--- src/hdl/lpl_pkg.sv ---
package lpl_pkg;

  // Field widths.
  localparam int unsigned SAMPLE_W = 16;
  localparam int unsigned COEF_W   = 16;
  localparam int unsigned LEVEL_W  = 17;
  localparam int unsigned CFG_IDX_W = 2;

  // Default build parameters.
  localparam int unsigned CHANNELS_DEF      = 2;
  localparam int unsigned DELAY_SAMPLES_DEF = 1;

  // Unity in Q1.16.
  localparam logic [LEVEL_W-1:0] UNITY_GAIN = 17'h10000;

  // Register reset values.
  localparam logic [COEF_W-1:0] THRESHOLD_RST = 16'd52429;
  localparam logic [COEF_W-1:0] ATTACK_RST    = 16'd19661;
  localparam logic [COEF_W-1:0] RELEASE_RST   = 16'd655;

  // Quotient bits produced by the divider, one per cycle.
  localparam int unsigned DIV_STEPS = 16;

  // Configuration register indexes.
  typedef enum logic [CFG_IDX_W-1:0] {
    REG_THRESHOLD = 2'd0,
    REG_ATTACK    = 2'd1,
    REG_RELEASE   = 2'd2
  } cfg_reg_t;

  // Input beat.
  typedef struct packed {
    logic                       channel;
    logic signed [SAMPLE_W-1:0] sample_in;
  } in_t;

  // Result beat.
  typedef struct packed {
    logic                       channel_out;
    logic signed [SAMPLE_W-1:0] sample_out;
  } out_t;

endpackage

--- src/hdl/lookahead_peak_limiter.sv ---
// Each beat passes the peak, target, gain, multiply and saturate states in order; when the
// target gain needs the divide, the 16-step restoring divider runs between target and gain.
// A new beat is taken only in the idle state, once the last result has been registered.
// The delay line sits in one synchronous memory; per-channel wrap flags make unwritten
// slots read as zero, so there is no clearing pass after reset.
// Reset (synchronous, active low) restores registers, unity gain, zero peak, pointers, wrap flags.
module lookahead_peak_limiter #(
  parameter int unsigned CHANNELS      = lpl_pkg::CHANNELS_DEF,
  parameter int unsigned DELAY_SAMPLES = lpl_pkg::DELAY_SAMPLES_DEF
) (
  input  logic                           clk,
  input  logic                           rst_n,
  input  logic                           in_valid,
  output logic                           in_ready,
  input  lpl_pkg::in_t                   in_data,
  output logic                           out_valid,
  input  logic                           out_ready,
  output lpl_pkg::out_t                  out_data,
  input  logic                           cfg_we,
  input  logic [lpl_pkg::CFG_IDX_W-1:0]  cfg_idx,
  input  logic [lpl_pkg::COEF_W-1:0]     cfg_wdata
);
  import lpl_pkg::*;

  localparam int unsigned CH_W   = (CHANNELS > 1) ? $clog2(CHANNELS) : 1;
  localparam int unsigned PTR_W  = (DELAY_SAMPLES > 1) ? $clog2(DELAY_SAMPLES) : 1;
  localparam int unsigned DEPTH  = CHANNELS * DELAY_SAMPLES;
  localparam int unsigned ADDR_W = (DEPTH > 1) ? $clog2(DEPTH) : 1;
  localparam int unsigned CNT_W  = $clog2(DIV_STEPS);

  typedef enum logic [2:0] {
    ST_IDLE,
    ST_PEAK,
    ST_TGT,
    ST_DIV,
    ST_GAIN,
    ST_MUL,
    ST_SAT
  } state_t;

  state_t state_r;

  // Configuration registers.
  logic [COEF_W-1:0] threshold_r;
  logic [COEF_W-1:0] attack_r;
  logic [COEF_W-1:0] release_r;

  // Shared follower state.
  logic [LEVEL_W-1:0] peak_r;
  logic [LEVEL_W-1:0] gain_r;
  logic [LEVEL_W-1:0] tgt_r;

  // Per-channel delay line control.
  logic [PTR_W-1:0] ptr_r [CHANNELS];
  logic             wrap_r [CHANNELS];

  // Per-item working registers.
  logic                       chan_r;
  logic [CH_W-1:0]            ch_idx_r;
  logic [SAMPLE_W-1:0]        samp_r;
  logic [LEVEL_W-1:0]         mag_r;
  logic [ADDR_W-1:0]          addr_r;
  logic                       slot_ok_r;
  logic signed [SAMPLE_W-1:0] dly_r;
  logic [LEVEL_W:0]           rem_r;
  logic [DIV_STEPS-1:0]       quo_r;
  logic [CNT_W-1:0]           cnt_r;
  logic signed [33:0]         prod_r;

  // Output register.
  logic out_valid_r;
  out_t out_data_r;

  // Delay memory.
  logic [SAMPLE_W-1:0] dly_mem [DEPTH];
  logic [SAMPLE_W-1:0] rd_data_r;
  logic                mem_we;

  assign in_ready  = (state_r == ST_IDLE);
  assign out_valid = out_valid_r;
  assign out_data  = out_data_r;

  // Channel select and delay line address of the incoming beat.
  logic [CH_W-1:0]         in_ch_idx;
  logic [ADDR_W-1:0]       in_addr;
  logic signed [16:0]      in_ext;
  logic signed [16:0]      in_abs;

  always_comb begin
    in_ch_idx = (CHANNELS == 1) ? '0 : CH_W'(in_data.channel);
    in_addr   = ADDR_W'(in_ch_idx) * ADDR_W'(DELAY_SAMPLES) + ADDR_W'(ptr_r[in_ch_idx]);
    in_ext    = {in_data.sample_in[SAMPLE_W-1], in_data.sample_in};
    in_abs    = in_ext[16] ? -in_ext : in_ext;
  end

  // Shared smoothing unit: old + ((c * (target - old) + 2^15) >>> 16).
  logic [LEVEL_W-1:0] sm_old;
  logic [LEVEL_W-1:0] sm_tgt;
  logic [COEF_W-1:0]  sm_c;
  logic signed [17:0] sm_diff;
  logic signed [34:0] sm_prod;
  logic signed [34:0] sm_acc;
  logic signed [18:0] sm_sum;
  logic [LEVEL_W-1:0] sm_res;

  always_comb begin
    if (state_r == ST_PEAK) begin
      sm_old = peak_r;
      sm_tgt = mag_r;
      sm_c   = (mag_r > peak_r) ? attack_r : release_r;
    end else begin
      sm_old = gain_r;
      sm_tgt = tgt_r;
      sm_c   = (gain_r > tgt_r) ? attack_r : release_r;
    end
    sm_diff = $signed({1'b0, sm_tgt}) - $signed({1'b0, sm_old});
    sm_prod = $signed({1'b0, sm_c}) * sm_diff;
    sm_acc  = sm_prod + 35'sd32768;
    sm_sum  = $signed({2'b00, sm_old}) + sm_acc[34:16];
    sm_res  = sm_sum[LEVEL_W-1:0];
  end

  // One restoring divide step.
  logic [LEVEL_W:0]     div_shift;
  logic                 div_ge;
  logic [LEVEL_W:0]     div_rem;
  logic [DIV_STEPS-1:0] div_quo;

  always_comb begin
    div_shift = {rem_r[LEVEL_W-1:0], 1'b0};
    div_ge    = (div_shift >= {1'b0, peak_r});
    div_rem   = div_ge ? (div_shift - {1'b0, peak_r}) : div_shift;
    div_quo   = {quo_r[DIV_STEPS-2:0], div_ge};
  end

  // Output rounding and saturation.
  logic signed [33:0] rnd_sum;
  logic signed [17:0] rnd_y;
  logic [SAMPLE_W-1:0] sat_y;

  always_comb begin
    rnd_sum = prod_r + 34'sd32768;
    rnd_y   = rnd_sum[33:16];
    if (rnd_y > 18'sd32767) begin
      sat_y = 16'h7fff;
    end else if (rnd_y < -18'sd32768) begin
      sat_y = 16'h8000;
    end else begin
      sat_y = rnd_y[SAMPLE_W-1:0];
    end
  end

  assign mem_we = (state_r == ST_PEAK);

  // Delay memory: registered read at acceptance, write-back of the new sample in the next cycle.
  always_ff @(posedge clk) begin
    if (in_valid && in_ready) begin
      rd_data_r <= dly_mem[in_addr];
    end
    if (mem_we) begin
      dly_mem[addr_r] <= samp_r;
    end
  end

  // Sequencer, follower state and output register.
  always_ff @(posedge clk) begin
    if (!rst_n) begin
      state_r     <= ST_IDLE;
      out_valid_r <= 1'b0;
      threshold_r <= THRESHOLD_RST;
      attack_r    <= ATTACK_RST;
      release_r   <= RELEASE_RST;
      peak_r      <= '0;
      gain_r      <= UNITY_GAIN;
      for (int i = 0; i < CHANNELS; i++) begin
        ptr_r[i]  <= '0;
        wrap_r[i] <= 1'b0;
      end
    end else begin
      // Register writes.
      if (cfg_we) begin
        case (cfg_idx)
          REG_THRESHOLD: threshold_r <= cfg_wdata;
          REG_ATTACK:    attack_r    <= cfg_wdata;
          REG_RELEASE:   release_r   <= cfg_wdata;
          default: ;
        endcase
      end

      // The result leaves on its beat; a result finished in the same cycle takes its place.
      if (out_valid_r && out_ready && (state_r != ST_SAT)) begin
        out_valid_r <= 1'b0;
      end

      case (state_r)
        ST_IDLE: begin
          if (in_valid) begin
            chan_r    <= in_data.channel;
            ch_idx_r  <= in_ch_idx;
            samp_r    <= in_data.sample_in;
            mag_r     <= {in_abs[15:0], 1'b0};
            addr_r    <= in_addr;
            slot_ok_r <= wrap_r[in_ch_idx];
            state_r   <= ST_PEAK;
          end
        end
        ST_PEAK: begin
          // Slots not yet written since reset read as silence.
          dly_r  <= slot_ok_r ? $signed(rd_data_r) : '0;
          peak_r <= sm_res;
          if (ptr_r[ch_idx_r] == PTR_W'(DELAY_SAMPLES - 1)) begin
            ptr_r[ch_idx_r]  <= '0;
            wrap_r[ch_idx_r] <= 1'b1;
          end else begin
            ptr_r[ch_idx_r] <= ptr_r[ch_idx_r] + 1'b1;
          end
          state_r <= ST_TGT;
        end
        ST_TGT: begin
          // Unity gain for a zero peak or a peak within the threshold.
          if ((peak_r == '0) || ({1'b0, threshold_r} >= peak_r)) begin
            tgt_r   <= UNITY_GAIN;
            state_r <= ST_GAIN;
          end else begin
            rem_r   <= {2'b00, threshold_r};
            quo_r   <= '0;
            cnt_r   <= CNT_W'(DIV_STEPS - 1);
            state_r <= ST_DIV;
          end
        end
        ST_DIV: begin
          rem_r <= div_rem;
          quo_r <= div_quo;
          cnt_r <= cnt_r - 1'b1;
          if (cnt_r == '0) begin
            tgt_r   <= {1'b0, div_quo};
            state_r <= ST_GAIN;
          end
        end
        ST_GAIN: begin
          gain_r  <= sm_res;
          state_r <= ST_MUL;
        end
        ST_MUL: begin
          prod_r  <= $signed({1'b0, gain_r}) * dly_r;
          state_r <= ST_SAT;
        end
        ST_SAT: begin
          if (!out_valid_r || out_ready) begin
            out_data_r.channel_out <= chan_r;
            out_data_r.sample_out  <= sat_y;
            out_valid_r            <= 1'b1;
            state_r                <= ST_IDLE;
          end
        end
        default: begin
          state_r <= ST_IDLE;
        end
      endcase
    end
  end

endmodule

--- config.mk ---
export PLATFORM = sky130hd
export DESIGN_NAME = lookahead_peak_limiter
export DESIGN_NICKNAME = d
export VERILOG_FILES = /design/src/hdl/lpl_pkg.sv /design/src/hdl/lookahead_peak_limiter.sv
export SDC_FILE = /design/constraint.sdc
export NUM_CORES = 2
export LEC_CHECK = 0
export BUFFER_PORTS_ARGS = -buffer_cell sky130_fd_sc_hd__buf_4
export CORE_MARGIN = 4
export CORE_UTILIZATION = 60
export CTS_BUF_LIST = sky130_fd_sc_hd__clkbuf_16
export CTS_CLUSTER_DIAMETER = 120
export DETAILED_ROUTE_END_ITERATION = 10
export PLACE_DENSITY = 0.8
export SLEW_MARGIN = 10
export SYNTH_ARGS = -nofsm -noshare
export SYNTH_HDL_FRONTEND = slang
export SYNTH_SLANG_ARGS = --single-unit
--- constraint.sdc ---
create_clock -name clk -period 11.2 [get_ports clk]
set_clock_uncertainty 0.1 [all_clocks]
set_input_delay 2.24 -clock clk [delete_from_list [all_inputs] [get_ports clk]]
set_output_delay 2.24 -clock clk [all_outputs]
set_load 0.005 [all_outputs]
## Yosys cells after proc, flatten, opt, wreduce, memory -nomap -nowiden

Memories as Yosys holds them, arrays and structs flattened. A register that Yosys moved wholly into a read port is not among the register bits.
Cells that the tools add are included.

| cells by class | value |
|---|---|
| $add $sub $neg | 9 |
| $mul | 2 |
| $lt $le $gt $ge | 6 |
| equal/unequal tests | 14 |
| multiplexer cells | 44 |
| bitwise logic cells | 1 |
| reductions and logical operators | 23 |

Operator list:

| cell | count |
|---|---|
| 17-bit 2-to-1 mux | 6 |
| 17-bit one-hot mux with 2 select lines | 2 |
| 16-bit 2-to-1 mux | 4 |
| 34-bit by 17-bit adder with 34-bit output (second input constant) | 1 |
| 17-bit greater-than comparator | 2 |
| 18-bit by 16-bit multiplier with 34-bit output | 1 |
| 33-bit by 17-bit adder with 33-bit output (second input constant) | 1 |
| 17-bit by 18-bit multiplier with 33-bit output | 1 |
| 15-bit 2-to-1 mux | 2 |
| 15-bit one-hot mux with 2 select lines | 1 |
| 1-bit 2-to-1 mux | 22 |
| 3-bit one-hot mux with 7 select lines | 1 |
| 18-bit by 17-bit greater-or-equal comparator with 1-bit output | 1 |
| 18-bit by 16-bit greater-than comparator with 1-bit output (second input constant) | 1 |
| 18-bit by 16-bit less-than comparator with 1-bit output (second input constant) | 1 |
| 17-bit by 17-bit subtractor with 18-bit output | 1 |
| 17-bit adder | 1 |
| 16-bit by 17-bit greater-or-equal comparator with 1-bit output | 1 |
| 17-bit zero test | 1 |
| 17-bit subtractor | 1 |
| 16-bit negation | 1 |
| 3-bit 2-to-1 mux | 4 |
| 3-bit AND reduction | 4 |
| 2-bit inequality test (second input constant) | 5 |
| other kinds (22) | 33 |

| storage, ports and cells | value |
|---|---|
| register bits after elaboration | 240 |
| memory bits (writable) | 36 |
| bits of input ports | 40 |
| output and inout bits | 19 |
| memories | 3 |

Memories:

| name | words | bits a word | read ports | clocked after memory_dff | wr ports | line | text |
|---|---|---|---|---|---|---|---|
| dly_mem | 2 | 16 | 1 | 1 | 1 | lookahead_peak_limiter.sv:75 | `logic [SAMPLE_W-1:0] dly_mem [DEPTH];` |
| ptr_r | 2 | 1 | 2 | 1 | 2 | lookahead_peak_limiter.sv:54 | `logic [PTR_W-1:0] ptr_r [CHANNELS];` |
| wrap_r | 2 | 1 | 1 | 1 | 2 | lookahead_peak_limiter.sv:55 | `logic wrap_r [CHANNELS];` |

## Longest topological paths before layout

| depth | value |
|---|---|
| word-level depth | 7 |
| depth in mapped cells | 52 |
| mapped depth without buffers | 49 |

## Worst setup path before layout

OpenSTA, ideal clock, no wires.

| timing | value |
|---|---|
| path kind | register -> register |
| from | register state_r[1] |
| to | register gain_r[16] |
| library setup time | 137 ps |
| arrival | 11089 ps |
| required time | 10963 ps |
| path slack | -125 ps |
| cell stages (with the launch flop) | 51 |
| buffers on the path | 3 |
| clock period less this slack | 11325 ps |
| cells stage by stage | dfxtp_1 > clkbuf_1 > nor3b_2 > clkbuf_1 > clkbuf_1 > nand2_1 > o21ai_0 > ha_1 > inv_1 > fa_1 > a21o_1 > a21oi_2 > o21bai_1 > a21oi_1 > o21bai_1 > a21oi_2 > nor2_1 > o21a_1 > (+15 left out) > nor2_1 > a21oi_1 > mux2i_4 > o21a_1 > nor2_1 > xnor2_1 > ha_1 > or2_2 > a21oi_1 > a21oi_1 > a211o_1 > a21o_1 > a21oi_1 > o21ai_0 > a31oi_1 > xnor3_1 > nand2_1 > nand3_1 |

| between the ends | value |
|---|---|
| word-level cells in the longest chain between the ends | 6 |

RTL lines:

| element | line | text |
|---|---|---|
| from (decl) | lookahead_peak_limiter.sv:41 | `state_t state_r;` |
| from (signal assigned) | lookahead_peak_limiter.sv:168 | `state_r <= ST_IDLE;` |
| from (signal assigned) | lookahead_peak_limiter.sv:204 | `state_r <= ST_PEAK;` |
| from (signal assigned) | lookahead_peak_limiter.sv:217 | `state_r <= ST_TGT;` |
| 3-bit by 1-bit == test with 1-bit output | lookahead_peak_limiter.sv:107 | `if (state_r == ST_PEAK) begin` |
| 17-bit 2-to-1 mux | lookahead_peak_limiter.sv:107 |  |
| 17-bit by 17-bit subtractor with 18-bit output | lookahead_peak_limiter.sv:116 | `sm_diff = $signed({1'b0, sm_tgt}) - $signed({1'b0, sm_old});` |
| 17-bit by 18-bit multiplier with 33-bit output | lookahead_peak_limiter.sv:117 | `sm_prod = $signed({1'b0, sm_c}) * sm_diff;` |
| 33-bit by 17-bit adder with 33-bit output | lookahead_peak_limiter.sv:118 | `sm_acc = sm_prod + 35'sd32768;` |
| 17-bit adder | lookahead_peak_limiter.sv:119 | `sm_sum = $signed({2'b00, sm_old}) + sm_acc[34:16];` |
| to (signal assigned) | lookahead_peak_limiter.sv:241 | `gain_r <= sm_res;` |
| to (decl) | lookahead_peak_limiter.sv:50 | `logic [LEVEL_W-1:0] gain_r;` |

Parallel ways exist; a longest one is shown, timed or not.
A chain may end at the register's enable or synchronous reset.

## Worst setup path after layout

| timing | value |
|---|---|
| from | register state_r[2] |
| to | register gain_r[16] |

Same word-level chain as after synthesis.

==> results.py <==
metrics = {
    "outcome": {
        "status": "finished, final reports clean",
    },
    "layout": {
        "nNetsFinal": 4472,
        "area_growth_pct": 7.78,
        "antenna_cells": 0,
        "drive_gt1_frac": 0.0719,
        "finalNonFillerCells": 4391,
        "final_area_mm2": 0.0362,
    },
    "place": {
        "portBuffers": 58,
        "pre_cts_ws_ns": 0.223,
        "gp_congestion": 0.927,
        "numPlacedInstances": 4339,
        "dp_hpwl_mm": 63.0,
        "place_area_mm2": 0.0353,
    },
    "yosys": {
        "yosys-top-cells-area": "fa_1, edfxtp_1, ha_1",
        "synthAdderAreaFrac": 0.410,
        "synth_xor_area_frac": 0.0360,
        "synth_top_family_by_area": "adder cells",
        "synth_compound_area_frac": 0.0686,
        "yosysUniqueCellTypes": 72,
        "ys_warn_count": 0,
        "yosys.area.top_type": "fa_1",
        "yosysSeqAreaShare": 0.221,
        "avgSynthCellArea_um2": 9.43,
        "synth_cells": 3566,
        "netlist_top_cells_count": "inv_1, nand2_1, fa_1",
        "ys_ff_latch": 278,
        "synth.most_common_cell": "inv_1",
        "synth_flop_cell": "edfxtp_1",
        "synthMuxAreaShare": 0.0179,
        "async_flop_share": 0,
        "synth.top_cell.area_share": 0.292,
        "synth.net_count": 4414,
        "synth_edf_count": 187,
        "netlist_area_mm2": 0.0336,
        "synth_simple_gate_area_frac": 0.153,
    },
    "sta": {
        "tightest_slew_ns": 1.09,
        "rsz0062_at_grt": "true",
        "finalHoldViolCount": 0,
        "fin_hold_ws_ns": 0.347,
        "fmax_mhz": 92.4,
        "setup_viol": 0,
        "report.final.slew_viol_count": 0,
        "maxSlewHeadroom": 0.270,
        "finalCritPeriodShare": 0.966,
        "min_period_ns": 10.82,
        "setup_ws_ns": 0.380,
    },
    "floorplan": {
        "die_x_um": 245,
        "initial_core_util": 0.608,
        "ios": 59,
        "die_y_um": 245,
        "rows": 86,
        "dieArea_mm2": 0.0599,
        "fp.coreArea_mm2": 0.0553,
    },
    "route": {
        "dr_total_vias": 24600,
        "ant_nets": 0,
        "viasPerCell": 5.60,
        "wirelength_mm": 80.0,
        "drc": 0,
        "routedWlPerCell_um": 18.2,
        "dr.pass1.iters": 5,
        "initialDrtViolationCount": 1754,
    },
    "cts": {
        "cts_tree": "done",
        "clock_path_buffers": 3,
        "clock_sinks": 278,
        "root_buffer": "clkbuf_16",
        "clock_latency_ns": 0.60,
        "numCtsBuffers": 28,
        "hold_buffers": 0,
        "clkTransAtPathRegs_ns": 0.06,
        "h-tree-depth": 1,
    },
    "critical_path": {
        "cp_top_family": "adder cells",
        "r2r-end": "gain_r[16]$_SDFFE_PN1P_",
        "timing.rr.start": "state_r[2]$_SDFFE_PN0P_",
        "reg2reg_depth": 48,
        "required_ns": 11.55,
        "cp-end-kind": "register",
        "cp_max_fo": 6,
        "crit_path_top_delay_cell": "fa_1",
        "crit_type": "register to register",
        "cp_num_buf_inv": 6,
        "cpMostUsedCell": "fa_1",
        "cp.arrival_ns": 11.17,
        "start_kind": "register",
        "r2r_slack_ns": 0.38,
        "cpPeakStageDelay_ns": 0.54,
    },
    "global_route": {
        "grt_util_all_layers": 0.273,
        "globalRouteOverflowTotal": 0,
        "grt_pass1_wl_mm": 131,
        "grt_max_degree": 83,
        "use_met2": 0.476,
        "grt.busiest_layer": "met2",
        "antenna_found_initial": 0,
        "grt_pass1_vias": 25800,
        "use_met1": 0.345,
        "grtUsageMet3": 0.0414,
    },
    "hold_path": {
        "min_from": "samp_r[14]$_DFFE_PP_",
        "min_path_cells": 0,
        "holdPathEnd": "dly_mem[0][14]$_DFFE_PP_",
        "hold_path.class": "register to register",
    },
    "run": {
        "maxCapViolCount": 0,
    },
}
[per-layer routing]
metal | wire length [um] | vias to the layer above | part of all wire
li1 | - | 11300 | -
met3 | 5960 | 245 | 0.075
met4 | 3590 | 0 | 0.045
met1 | 30600 | 12100 | 0.38
met5 | 0 | - | 0
met2 | 39800 | 1001 | 0.50
[worst max path at each step]
stage,start,endpoint,cells past startpoint
final,state_r[2]$_SDFFE_PN0P_,gain_r[16]$_SDFFE_PN1P_,48
after global routing,state_r[2]$_SDFFE_PN0P_,gain_r[16]$_SDFFE_PN1P_,49
after CTS,state_r[2]$_SDFFE_PN0P_,gain_r[16]$_SDFFE_PN1P_,47
after detailed placement,state_r[2]$_SDFFE_PN0P_,gain_r[16]$_SDFFE_PN1P_,47
after global placement,state_r[2]$_SDFFE_PN0P_,gain_r[16]$_SDFFE_PN1P_,46
after floorplan,state_r[1]$_SDFFE_PN0P_,gain_r[16]$_SDFFE_PN1P_,50
[through the flow]
| stage | TNS, ns | utilization |
|---|---|---|
| 4_1_cts | 0 | 0.654 |
| 5_1_grt | -0.447 | 0.655 |
| 3_3_place_gp | 0 | 0.638 |
| 3_5_place_dp | 0 | 0.638 |
| 6_report | 0 | 0.655 |
| 2_1_floorplan | 0 | - |
[sequential cells by signal, summed over array words and instances, names as in the netlist, 17 cells and up, named ones only]
name / flops
tgt_r: 17
gain_r: 17
prod_r: 19
out_data: 17
rem_r: 17
peak_r: 17
dly_mem: 32
[placed cells by master, fill, tap and decap left out, drive strengths merged, types with 8 or more instances in the layout]
cell type  count
a21o          37
or2            8
o21ai        102
nor3          30
nand2        498
clkinv        12
nor4           8
o21a          23
o21bai         8
inv          706
xnor2         93
and2         146
buf          155
nor3b          8
edfxtp       187
and3          35
a21boi        65
a21oi         62
mux2i         28
mux2          25
nand3         44
nand2b        53
a31oi          8
fa           490
ha           318
xor2          41
dfxtp         91
clkbuf        28
nor2         206
or3            9
nor2b         35
nand4         13
a211oi        10
[worst register-to-register path: cells and delay by family, from the launching register on]
kind | cells | cell delay [ns]
xor gates and xnor gates | 3 | 0.66
adders and majority gates | 10 | 4.35
DFF | 1 | 0.37
AOI/OAI and AO/OA | 18 | 3.13
and+or+nand+nor | 10 | 1.48
muxes | 1 | 0.12
buffers and inverters | 6 | 0.47
[timing repair]
| action | 4_1_cts | 5_1_grt |
|---|---|---|
| buffers inserted | 0 | 3 |
| setup endpoints to repair | 0 | 10 |
| resized for setup | 0 | 12 |
[final cells by class]
class	count	area (um^2)
Sequential cell	278	7440
Clock inverter	21	196
Fill cell	4368	19100
Clock buffer	28	701
Timing Repair Buffer	155	1190
Inverter	702	2640
Multi-Input combinational cell	2459	23100
Tap cell	748	936
[cell families (layout without fill, tap and decap cells)]
family | Yosys count | in the layout
flops | 278 | 278
xor+xnor | 135 | 135
fa+ha+maj | 808 | 808
mux | 53 | 53
compound gates | 353 | 353
simple gates | 1110 | 1110
buf+inv | 829 | 906
Power is not shown: default switching activity piles up to over one toggle a cycle in this logic, so the estimate is an artifact.
